[src/sv/in_place_bucket_sort_assert.svh]
// ----------------------------------------------------------------------------
// in_place_bucket_sort_assert.svh
// assertion macros for the in-place bucket sorter
// ----------------------------------------------------------------------------
`ifndef IN_PLACE_BUCKET_SORT_ASSERT_SVH
`define IN_PLACE_BUCKET_SORT_ASSERT_SVH

// same-cycle implication, clocked on clk, quiet during reset
`define IPBS_ASSERT_NOW(lbl, ante, cons, msg) \
	lbl: assert property (@(posedge clk) disable iff (!arst_n) (ante) |-> (cons)) \
		else $error(msg);

// next-cycle implication, clocked on clk, quiet during reset
`define IPBS_ASSERT_NEXT(lbl, ante, cons, msg) \
	lbl: assert property (@(posedge clk) disable iff (!arst_n) (ante) |=> (cons)) \
		else $error(msg);

`endif

[src/sv/ipbs_pkg.sv]
// ----------------------------------------------------------------------------
// ipbs_pkg
// types and fixed widths of the in-place bucket sorter
// ----------------------------------------------------------------------------
package ipbs_pkg;

	// fixed field widths
	localparam int OUT_W = 32;
	localparam int LBL_W = 4;
	localparam int CFG_W = 5;

	// bucket total after reset
	localparam logic [CFG_W-1:0] CFG_RESET = 5'd8;

	// sequencer states
	typedef enum logic [3:0] {
		ST_IDLE,
		ST_OFFS,
		ST_TOP,
		ST_SKIP,
		ST_LAB,
		ST_SCAN,
		ST_SCANCHK,
		ST_SWAP,
		ST_EMIT
	} state_t;

endpackage

[src/sv/in_place_bucket_sort.sv]
// ----------------------------------------------------------------------------
// in_place_bucket_sort
// batch loader, in-place counting permutation and sequential emitter
// ----------------------------------------------------------------------------
// Usage
//   Items come in on payload / bucket_label / batch_end; a transfer happens at
//   a clock edge with start high and busy low. Busy stays low after each load,
//   so loads can follow back to back. Items with a label not
//   below bucket_total (capped at MAX_BUCKETS) or beyond MAX_ITEMS are dropped
//   and flag batch_error for the batch.
//   The item with batch_end set raises busy: the bucket offsets are built
//   bucket by bucket with one shared adder, then the permutation walks the
//   store through the item memory, one read a cycle: examining a position
//   passes states TOP, SKIP and LAB, each slot checked in a bucket scan
//   SCAN and SCANCHK, the swap write SWAP, and each finished bucket SKIP.
//   Emission then reads one item a cycle; each result is shown for one cycle
//   with result_strobe, the first one in the cycle after emission starts, the
//   last one with final_item set. An empty batch yields a single zero result.
//   busy drops in the cycle of the last result; the receiver cannot stall.
//   bucket_total is written by cfg_we / cfg_wdata; the user must write it
//   only while busy is low, the block itself does not enforce it.
//   Reset clears counters, flags and the sequencer; the item memory holds
//   nothing meaningful until loaded and needs no clearing pass.
// ----------------------------------------------------------------------------
`include "in_place_bucket_sort_assert.svh"

module in_place_bucket_sort #(
	parameter int MAX_ITEMS    = 64,
	parameter int MAX_BUCKETS  = 16,
	parameter int PAYLOAD_BITS = 32
) (
	input  logic                        clk,
	input  logic                        arst_n,
	input  logic                        start,
	output logic                        busy,
	input  logic [ipbs_pkg::OUT_W-1:0]  payload,
	input  logic [ipbs_pkg::LBL_W-1:0]  bucket_label,
	input  logic                        batch_end,
	input  logic                        cfg_we,
	input  logic [ipbs_pkg::CFG_W-1:0]  cfg_wdata,
	output logic                        result_strobe,
	output logic [ipbs_pkg::OUT_W-1:0]  sorted_payload,
	output logic [ipbs_pkg::LBL_W-1:0]  sorted_label,
	output logic                        final_item,
	output logic                        batch_error
);
	import ipbs_pkg::*;

	localparam int CNT_W = $clog2(MAX_ITEMS + 1);
	localparam int IDX_W = $clog2(MAX_ITEMS);
	localparam int BKT_W = $clog2(MAX_BUCKETS);

	// control and batch state
	state_t                state_q, state_d;
	logic [CFG_W-1:0]      bucket_total_q;
	logic [CNT_W-1:0]      item_count_q;
	logic                  error_q;
	logic [CNT_W-1:0]      count_q [MAX_BUCKETS];
	logic [CNT_W-1:0]      end_q   [MAX_BUCKETS];
	logic [CNT_W-1:0]      next_q  [MAX_BUCKETS];

	// sequencer working registers
	logic [BKT_W-1:0]      b_q;
	logic [CNT_W-1:0]      run_q;
	logic [CNT_W-1:0]      pos_q;
	logic [BKT_W-1:0]      cur_q;
	logic [LBL_W-1:0]      lab_q;
	logic [PAYLOAD_BITS-1:0] held_q;
	logic [CNT_W-1:0]      slot_q;
	logic [CNT_W-1:0]      emit_q;

	// item memory
	logic [PAYLOAD_BITS-1:0] pay_mem [MAX_ITEMS];
	logic [LBL_W-1:0]      lbl_mem [MAX_ITEMS];
	logic [PAYLOAD_BITS-1:0] rd_pay_q;
	logic [LBL_W-1:0]      rd_lbl_q;
	logic                  mem_we;
	logic [IDX_W-1:0]      mem_waddr;
	logic [IDX_W-1:0]      mem_raddr;
	logic [PAYLOAD_BITS-1:0] mem_wpay;
	logic [LBL_W-1:0]      mem_wlbl;

	// emission pipeline
	logic                  valid_s1;
	logic                  last_s1;
	logic                  zero_s1;
	logic                  err_s1;

	// shared compare terms
	logic                  load;
	logic                  lab_ok;
	logic [BKT_W-1:0]      lab_idx;
	logic [BKT_W-1:0]      bkt_idx;
	logic [BKT_W-1:0]      nxt_idx;
	logic [CNT_W-1:0]      cnt_rd;
	logic [CNT_W-1:0]      nxt_rd;
	logic [CNT_W-1:0]      end_rd;
	logic [CNT_W-1:0]      run_sum;
	logic [PAYLOAD_BITS-1:0] pay_in;
	logic                  few_items;
	logic                  pos_done;
	logic                  past_end;
	logic                  last_bkt;
	logic                  lab_here;
	logic                  slot_out;
	logic                  slot_placed;
	logic                  emit_last;

	assign busy    = (state_q != ST_IDLE);
	assign load    = start && !busy;
	assign pay_in  = PAYLOAD_BITS'(payload);
	assign lab_ok  = ({1'b0, bucket_label} < bucket_total_q)
		&& (int'(bucket_label) < MAX_BUCKETS)
		&& (item_count_q < CNT_W'(MAX_ITEMS));
	assign lab_idx = BKT_W'(bucket_label);

	// one read index per bucket array
	assign bkt_idx = (state_q == ST_IDLE) ? lab_idx : b_q;
	assign nxt_idx = (state_q == ST_SKIP) ? cur_q + BKT_W'(1) : BKT_W'(lab_q);
	assign cnt_rd  = count_q[bkt_idx];
	assign nxt_rd  = next_q[nxt_idx];
	assign end_rd  = end_q[cur_q];
	assign run_sum = run_q + cnt_rd;

	// sequencer decisions
	assign few_items   = (item_count_q < CNT_W'(2));
	assign pos_done    = !(pos_q < item_count_q - CNT_W'(1));
	assign past_end    = (pos_q >= end_rd);
	assign last_bkt    = (cur_q == BKT_W'(MAX_BUCKETS - 1));
	assign lab_here    = (rd_lbl_q == LBL_W'(cur_q));
	assign slot_out    = (nxt_rd >= item_count_q);
	assign slot_placed = (rd_lbl_q == lab_q);
	assign emit_last   = (item_count_q == '0) || (emit_q == item_count_q - CNT_W'(1));

	// next state
	always_comb begin
		state_d = state_q;
		unique case (state_q)
			ST_IDLE: begin
				if (load && batch_end) state_d = ST_OFFS;
			end
			ST_OFFS: begin
				if (b_q == BKT_W'(MAX_BUCKETS - 1)) state_d = few_items ? ST_EMIT : ST_TOP;
			end
			ST_TOP: begin
				state_d = pos_done ? ST_EMIT : ST_SKIP;
			end
			ST_SKIP: begin
				if (past_end) begin
					if (last_bkt) state_d = ST_EMIT;
				end else if (pos_q >= item_count_q) begin
					state_d = ST_EMIT;
				end else begin
					state_d = ST_LAB;
				end
			end
			ST_LAB: begin
				state_d = lab_here ? ST_TOP : ST_SCAN;
			end
			ST_SCAN: begin
				state_d = slot_out ? ST_EMIT : ST_SCANCHK;
			end
			ST_SCANCHK: begin
				state_d = slot_placed ? ST_SCAN : ST_SWAP;
			end
			ST_SWAP: begin
				state_d = ST_TOP;
			end
			ST_EMIT: begin
				if (emit_last) state_d = ST_IDLE;
			end
			default: state_d = ST_IDLE;
		endcase
	end

	// memory port control
	always_comb begin
		mem_we    = 1'b0;
		mem_waddr = item_count_q[IDX_W-1:0];
		mem_wpay  = pay_in;
		mem_wlbl  = bucket_label;
		mem_raddr = pos_q[IDX_W-1:0];
		unique case (state_q)
			ST_IDLE: begin
				mem_we = load && lab_ok;
			end
			ST_SCAN: begin
				mem_raddr = nxt_rd[IDX_W-1:0];
			end
			ST_SCANCHK: begin
				mem_we    = !slot_placed;
				mem_waddr = pos_q[IDX_W-1:0];
				mem_wpay  = rd_pay_q;
				mem_wlbl  = rd_lbl_q;
			end
			ST_SWAP: begin
				mem_we    = 1'b1;
				mem_waddr = slot_q[IDX_W-1:0];
				mem_wpay  = held_q;
				mem_wlbl  = lab_q;
			end
			ST_EMIT: begin
				mem_raddr = emit_q[IDX_W-1:0];
			end
			default: begin
				mem_we = 1'b0;
			end
		endcase
	end

	// item memory, one write and one registered read a cycle
	always_ff @(posedge clk) begin
		if (mem_we) begin
			pay_mem[mem_waddr] <= mem_wpay;
			lbl_mem[mem_waddr] <= mem_wlbl;
		end
		rd_pay_q <= pay_mem[mem_raddr];
		rd_lbl_q <= lbl_mem[mem_raddr];
	end

	// state, config and bucket tables
	always_ff @(posedge clk or negedge arst_n) begin
		if (!arst_n) begin
			state_q        <= ST_IDLE;
			bucket_total_q <= CFG_RESET;
			item_count_q   <= '0;
			error_q        <= 1'b0;
			b_q            <= '0;
			run_q          <= '0;
			pos_q          <= '0;
			cur_q          <= '0;
			emit_q         <= '0;
			valid_s1       <= 1'b0;
			for (int i = 0; i < MAX_BUCKETS; i++) begin
				count_q[i] <= '0;
				end_q[i]   <= '0;
				next_q[i]  <= '0;
			end
		end else begin
			state_q  <= state_d;
			valid_s1 <= (state_q == ST_EMIT);
			if (cfg_we) bucket_total_q <= cfg_wdata;
			emit_q <= (state_q == ST_EMIT) ? emit_q + CNT_W'(1) : '0;
			case (state_q)
				// load one item
				ST_IDLE: begin
					b_q   <= '0;
					run_q <= '0;
					if (load) begin
						if (lab_ok) begin
							count_q[lab_idx] <= cnt_rd + CNT_W'(1);
							item_count_q     <= item_count_q + CNT_W'(1);
						end else begin
							error_q <= 1'b1;
						end
					end
				end
				// prefix sums, one bucket a cycle
				ST_OFFS: begin
					end_q[b_q]  <= run_sum;
					next_q[b_q] <= run_q;
					run_q       <= run_sum;
					b_q         <= b_q + BKT_W'(1);
					pos_q       <= '0;
					cur_q       <= '0;
				end
				// step over finished bucket regions
				ST_SKIP: begin
					if (past_end && !last_bkt) begin
						cur_q <= cur_q + BKT_W'(1);
						pos_q <= nxt_rd;
					end
				end
				// entry already in its own bucket
				ST_LAB: begin
					if (lab_here) pos_q <= pos_q + CNT_W'(1);
				end
				// advance past placed entries of the target bucket
				ST_SCANCHK: begin
					if (slot_placed) next_q[nxt_idx] <= nxt_rd + CNT_W'(1);
				end
				// second half of the swap
				ST_SWAP: begin
					next_q[nxt_idx] <= nxt_rd + CNT_W'(1);
				end
				// batch state clears with the last read
				ST_EMIT: begin
					if (emit_last) begin
						item_count_q <= '0;
						error_q      <= 1'b0;
						for (int i = 0; i < MAX_BUCKETS; i++) count_q[i] <= '0;
					end
				end
				default: begin
				end
			endcase
		end
	end

	// swap operands and emission flags, no reset needed
	always_ff @(posedge clk) begin
		if (state_q == ST_LAB) begin
			lab_q  <= rd_lbl_q;
			held_q <= rd_pay_q;
		end
		if (state_q == ST_SCAN) slot_q <= nxt_rd;
		last_s1 <= emit_last;
		zero_s1 <= (item_count_q == '0);
		err_s1  <= error_q;
	end

	// result ports
	assign result_strobe  = valid_s1;
	assign sorted_payload = zero_s1 ? '0 : OUT_W'(rd_pay_q);
	assign sorted_label   = zero_s1 ? '0 : rd_lbl_q;
	assign final_item     = last_s1;
	assign batch_error    = err_s1;

	`IPBS_ASSERT_NOW(a_strobe_from_emit, result_strobe, $past(state_q) == ST_EMIT, "result transfer without emission read")
	`IPBS_ASSERT_NEXT(a_final_ends_batch, result_strobe && final_item, !result_strobe, "result transfer after final item")
	`IPBS_ASSERT_NOW(a_permute_needs_two, state_q == ST_TOP || state_q == ST_SKIP || state_q == ST_LAB || state_q == ST_SWAP, item_count_q >= CNT_W'(2), "permutation with fewer than two items")
	`IPBS_ASSERT_NOW(a_swap_in_range, state_q == ST_SWAP, slot_q < item_count_q && pos_q < item_count_q, "swap outside loaded items")

endmodule

[config.mk]
export PLATFORM = sky130hd
export DESIGN_NAME = in_place_bucket_sort
export DESIGN_NICKNAME = d
export VERILOG_FILES = /design/src/sv/ipbs_pkg.sv /design/src/sv/in_place_bucket_sort.sv
export VERILOG_INCLUDE_DIRS = /design/src /design/src/sv
export SDC_FILE = /design/constraint.sdc
export NUM_CORES = 2
export LEC_CHECK = 0
export BUFFER_PORTS_ARGS = -buffer_cell sky130_fd_sc_hd__buf_2
export CAP_MARGIN = 15
export CORE_MARGIN = 10
export CORE_UTILIZATION = 50
export DETAILED_ROUTE_END_ITERATION = 8
export GPL_ROUTABILITY_DRIVEN = 1
export PLACE_DENSITY = 0.65
export SLEW_MARGIN = 20
export SYNTH_ARGS = -nofsm -noshare
export SYNTH_HDL_FRONTEND = slang
export SYNTH_SLANG_ARGS = --single-unit
[constraint.sdc]
create_clock -name clk -period 9.2 [get_ports clk]
set_input_delay 1.84 -clock clk [delete_from_list [all_inputs] [get_ports clk]]
set_output_delay 1.84 -clock clk [all_outputs]
set_load 0.1 [all_outputs]
==> flow_metrics.py <==
metrics = {
    "synthesis": {
        "netlist_area_mm2": 0.114,
        "synth-seq-cells": 2768,
        "ys_async_sr_fraction_pct": 13.8,
        "yosysWarningCount": 0,
        "ys.flop_type": "edfxtp_1",
        "syn_inst": 8740,
        "synth-seq-area-share_pct": 70.8,
        "synth.distinct_cells": 74,
        "synth-edff-count": 2346,
        "synth_nets": 8835,
        "syn_area_per_cell_um2": 13.1,
    },
    "place": {
        "place.gp.congestion": 0.919,
        "dp_hpwl_um": 196000,
        "port_buffers": 85,
        "place_inst": 11500,
    },
    "worst_setup_path": {
        "cp_slowest_cell": "nor4bb_1",
        "path_buf_inv": 3,
        "worstSetupEndpointType": "flip-flop",
        "cp_data_required_time_ps": 9970,
        "crit_arrival_ps": 8530,
        "path_delay_family": "simple AND/OR/NAND/NOR gates",
        "cpPeakStageDelay_ps": 940,
        "cp_max_fo": 30,
        "worstSetupPathType": "flip-flop to flip-flop",
        "cp_common_cell": "buf_4",
        "path_cells": "and4bb_1 > mux2i_4 > buf_4 > mux4_2 > a22o_1 > o21a_4 > nor2_8 > buf_4 > buf_4 > mux2_2 > a211oi_1 > nor4bb_1 > nand4_1 > nor4_2",
        "startpoint_type": "flip-flop",
    },
    "route": {
        "vias": 75800,
        "viasPerCell": 6.30,
        "drtPass1Iterations": 7,
        "remaining_drc_errors": 0,
        "top_layer_used": "met5",
        "ant_nets": 0,
        "m1WireLength_um": 133000,
        "wl_per_cell_um": 28.5,
        "wirelength_um": 343000,
        "met3_length_um": 32900,
        "drtIter0Drc": 9865,
        "wl_met2_um": 161000,
    },
    "timing": {
        "setup_viol": 0,
        "fin_skew_ps": 93.6,
        "period_share_pct": 84.3,
        "fin_setup_tns_ps": 0,
        "slew_viol_final": 0,
        "slew_headroom_pct": 15.7,
        "fin_hold_ws_ps": 469,
        "hold_viol": 0,
        "tightest_slew_ps": 1260,
        "grt_setup_unrepaired": "false",
        "timing.fmax_mhz": 129,
        "min_period_ps": 7750,
    },
    "power_and_ir_drop": {
        "power.total_mw": 25.8,
        "ir_drop_v": 0.000168,
        "power.leakage_nw": 44.5,
        "power_density_mw_per_mm2": 200,
    },
    "clock_tree": {
        "ctsHoldBuffers": 0,
        "htreeDepth": 5,
        "cts_buffers": 305,
        "cts_root_buffer": "clkbuf_16",
        "clk_latency_ps": 950,
        "cts_setup_buffers": 0,
        "clk_pin_slew_ps": 60,
        "ctsResizeCount": 0,
        "cts_tree": "built",
        "clock-sinks": 2768,
        "clockBufferDepth": 4,
    },
    "outcome": {
        "status": "completed",
    },
    "floorplanning": {
        "start_util_pct": 50.2,
        "die_h_um": 498,
        "dieWidth_um": 498,
        "dieArea_mm2": 0.248,
        "rows": 175,
        "core-area_mm2": 0.227,
        "io_pins": 86,
    },
    "global_route": {
        "grt_max_degree": 167,
        "grt_use_total_pct": 26.7,
        "grt_pass1_wl_um": 499000,
        "grt-ovfl-total": 0,
        "grt_pass1_vias": 72800,
        "antenna_found_initial": 19,
    },
    "hold_path": {
        "hold_path_class": "flip-flop to flip-flop",
    },
    "final_layout": {
        "finalNonFillerCells": 12000,
        "fillers": 17900,
        "nNetsFinal": 8883,
        "syn_to_final_growth_pct": 13.0,
        "layout_commonest_cell": "edfxtp_1",
        "layout_common_cells": "edfxtp_1, nand2_1, a21oi_1",
        "drive_gt1_share_pct": 12.8,
    },
    "flow_run": {
        "maxCapViolCount": 0,
    },
}
==> metrics by stage <==
stage | worst slack, ps | cell area (um^2) | util (%)
detailed placement | 1390 | 119000 | 52.5
global route | 1360 | 129000 | 56.8
CTS | 1400 | 129000 | 56.7
global placement | 970 | 119000 | 52.5
finish | 1450 | 129000 | 56.8
floorplan | 3140 | 114000 | -
==> per-layer routing <==
metal	vias to the layer above	track usage (%)
met5	-	0
met4	8	12.0
met3	777	4.99
met2	4034	42.5
met1	38200	36.0
li1	32700	-
==> power by group <==
group | leakage (nW) | internal [mW] | total, mW | switching [mW]
combinational | 13.6 | 0.0343 | 0.292 | 0.258
clock | 4.74 | 7.07 | 11.9 | 4.85
sequential | 26.1 | 13.6 | 13.6 | 0.00276
==> cell usage after synthesis (91+ instances only) <==
cell type / instances / area share [%]
o22ai_1: 197 / 1.1
o21ai_0: 376 / 1.6
o211ai_1: 141 / 0.93
nor2_1: 271 / 0.89
edfxtp_1: 2346 / 62
and3_1: 103 / 0.56
nand3_1: 272 / 1.2
clkbuf_1: 443 / 1.5
dfrtp_1: 382 / 8.4
nand2_1: 1789 / 5.9
or3_1: 216 / 1.2
a21oi_1: 630 / 2.8
mux2i_1: 221 / 1.9
a211oi_1: 91 / 0.60
mux2_2: 162 / 1.6
==> layout make-up <==
class / count / area, um^2 / area share, %
flip-flops and latches: 2768 / 80800 / 62.6
multi-input cells: 5338 / 31900 / 24.7
clock buffers: 406 / 8410 / 6.52
well taps: 3009 / 3760 / 2.92
repair buffers: 336 / 2680 / 2.07
clock inverters: 126 / 1240 / 0.963
inverters: 39 / 146 / 0.113
diodes: 10 / 25.0 / 0.0194
==> cell families (layout without fill, tap and decap cells) <==
logic type	count (synthesis)	in the layout	share of synthesized area (%)
buffers and inverters	634	907	2.22
and+or+nand+nor	3002	3002	11.8
adders and majority gates	49	49	0.544
AOI/OAI and AO/OA	1788	1788	9.43
DFF	2768	2768	70.8
other	0	10	0
muxes	452	452	4.89
xor gates and xnor gates	47	47	0.361
==> registers in the layout, indices dropped and copies added, names as in the netlist <==
register        count
item_count_q        7
rd_pay_q           32
b_q                 4
pay_mem          2048
cur_q               4
count_q           112
bucket_total_q      5
slot_q              6
error_q             1
run_q               7
state_q             4
result_strobe       1
zero_s1             1
emit_q              7
held_q             32
final_item          1
pos_q               7
lbl_mem           256
end_q             112
batch_error         1
rd_lbl_q            4
next_q            112
lab_q               4
==> worst paths after layout <==
kind	start	end	slack [ps]	cells past startpoint
worst max-delay path	state_q[1]$_DFFE_PN0P_	rd_pay_q[9]$_DFF_P_	1450	14
worst min-delay path	error_q$_DFFE_PN0P_	batch_error$_DFF_P_	470	0
worst max register to register	state_q[1]$_DFFE_PN0P_	rd_pay_q[9]$_DFF_P_	1450	14
worst min register to register	error_q$_DFFE_PN0P_	batch_error$_DFF_P_	470	0
max in group asynchronous	arst_n	state_q[0]$_DFFE_PN0P_	6680	2
min in group asynchronous	arst_n	count_q[69]$_DFFE_PN0P_	980	1
No activity file was read; power rests on OpenSTA's default activity.
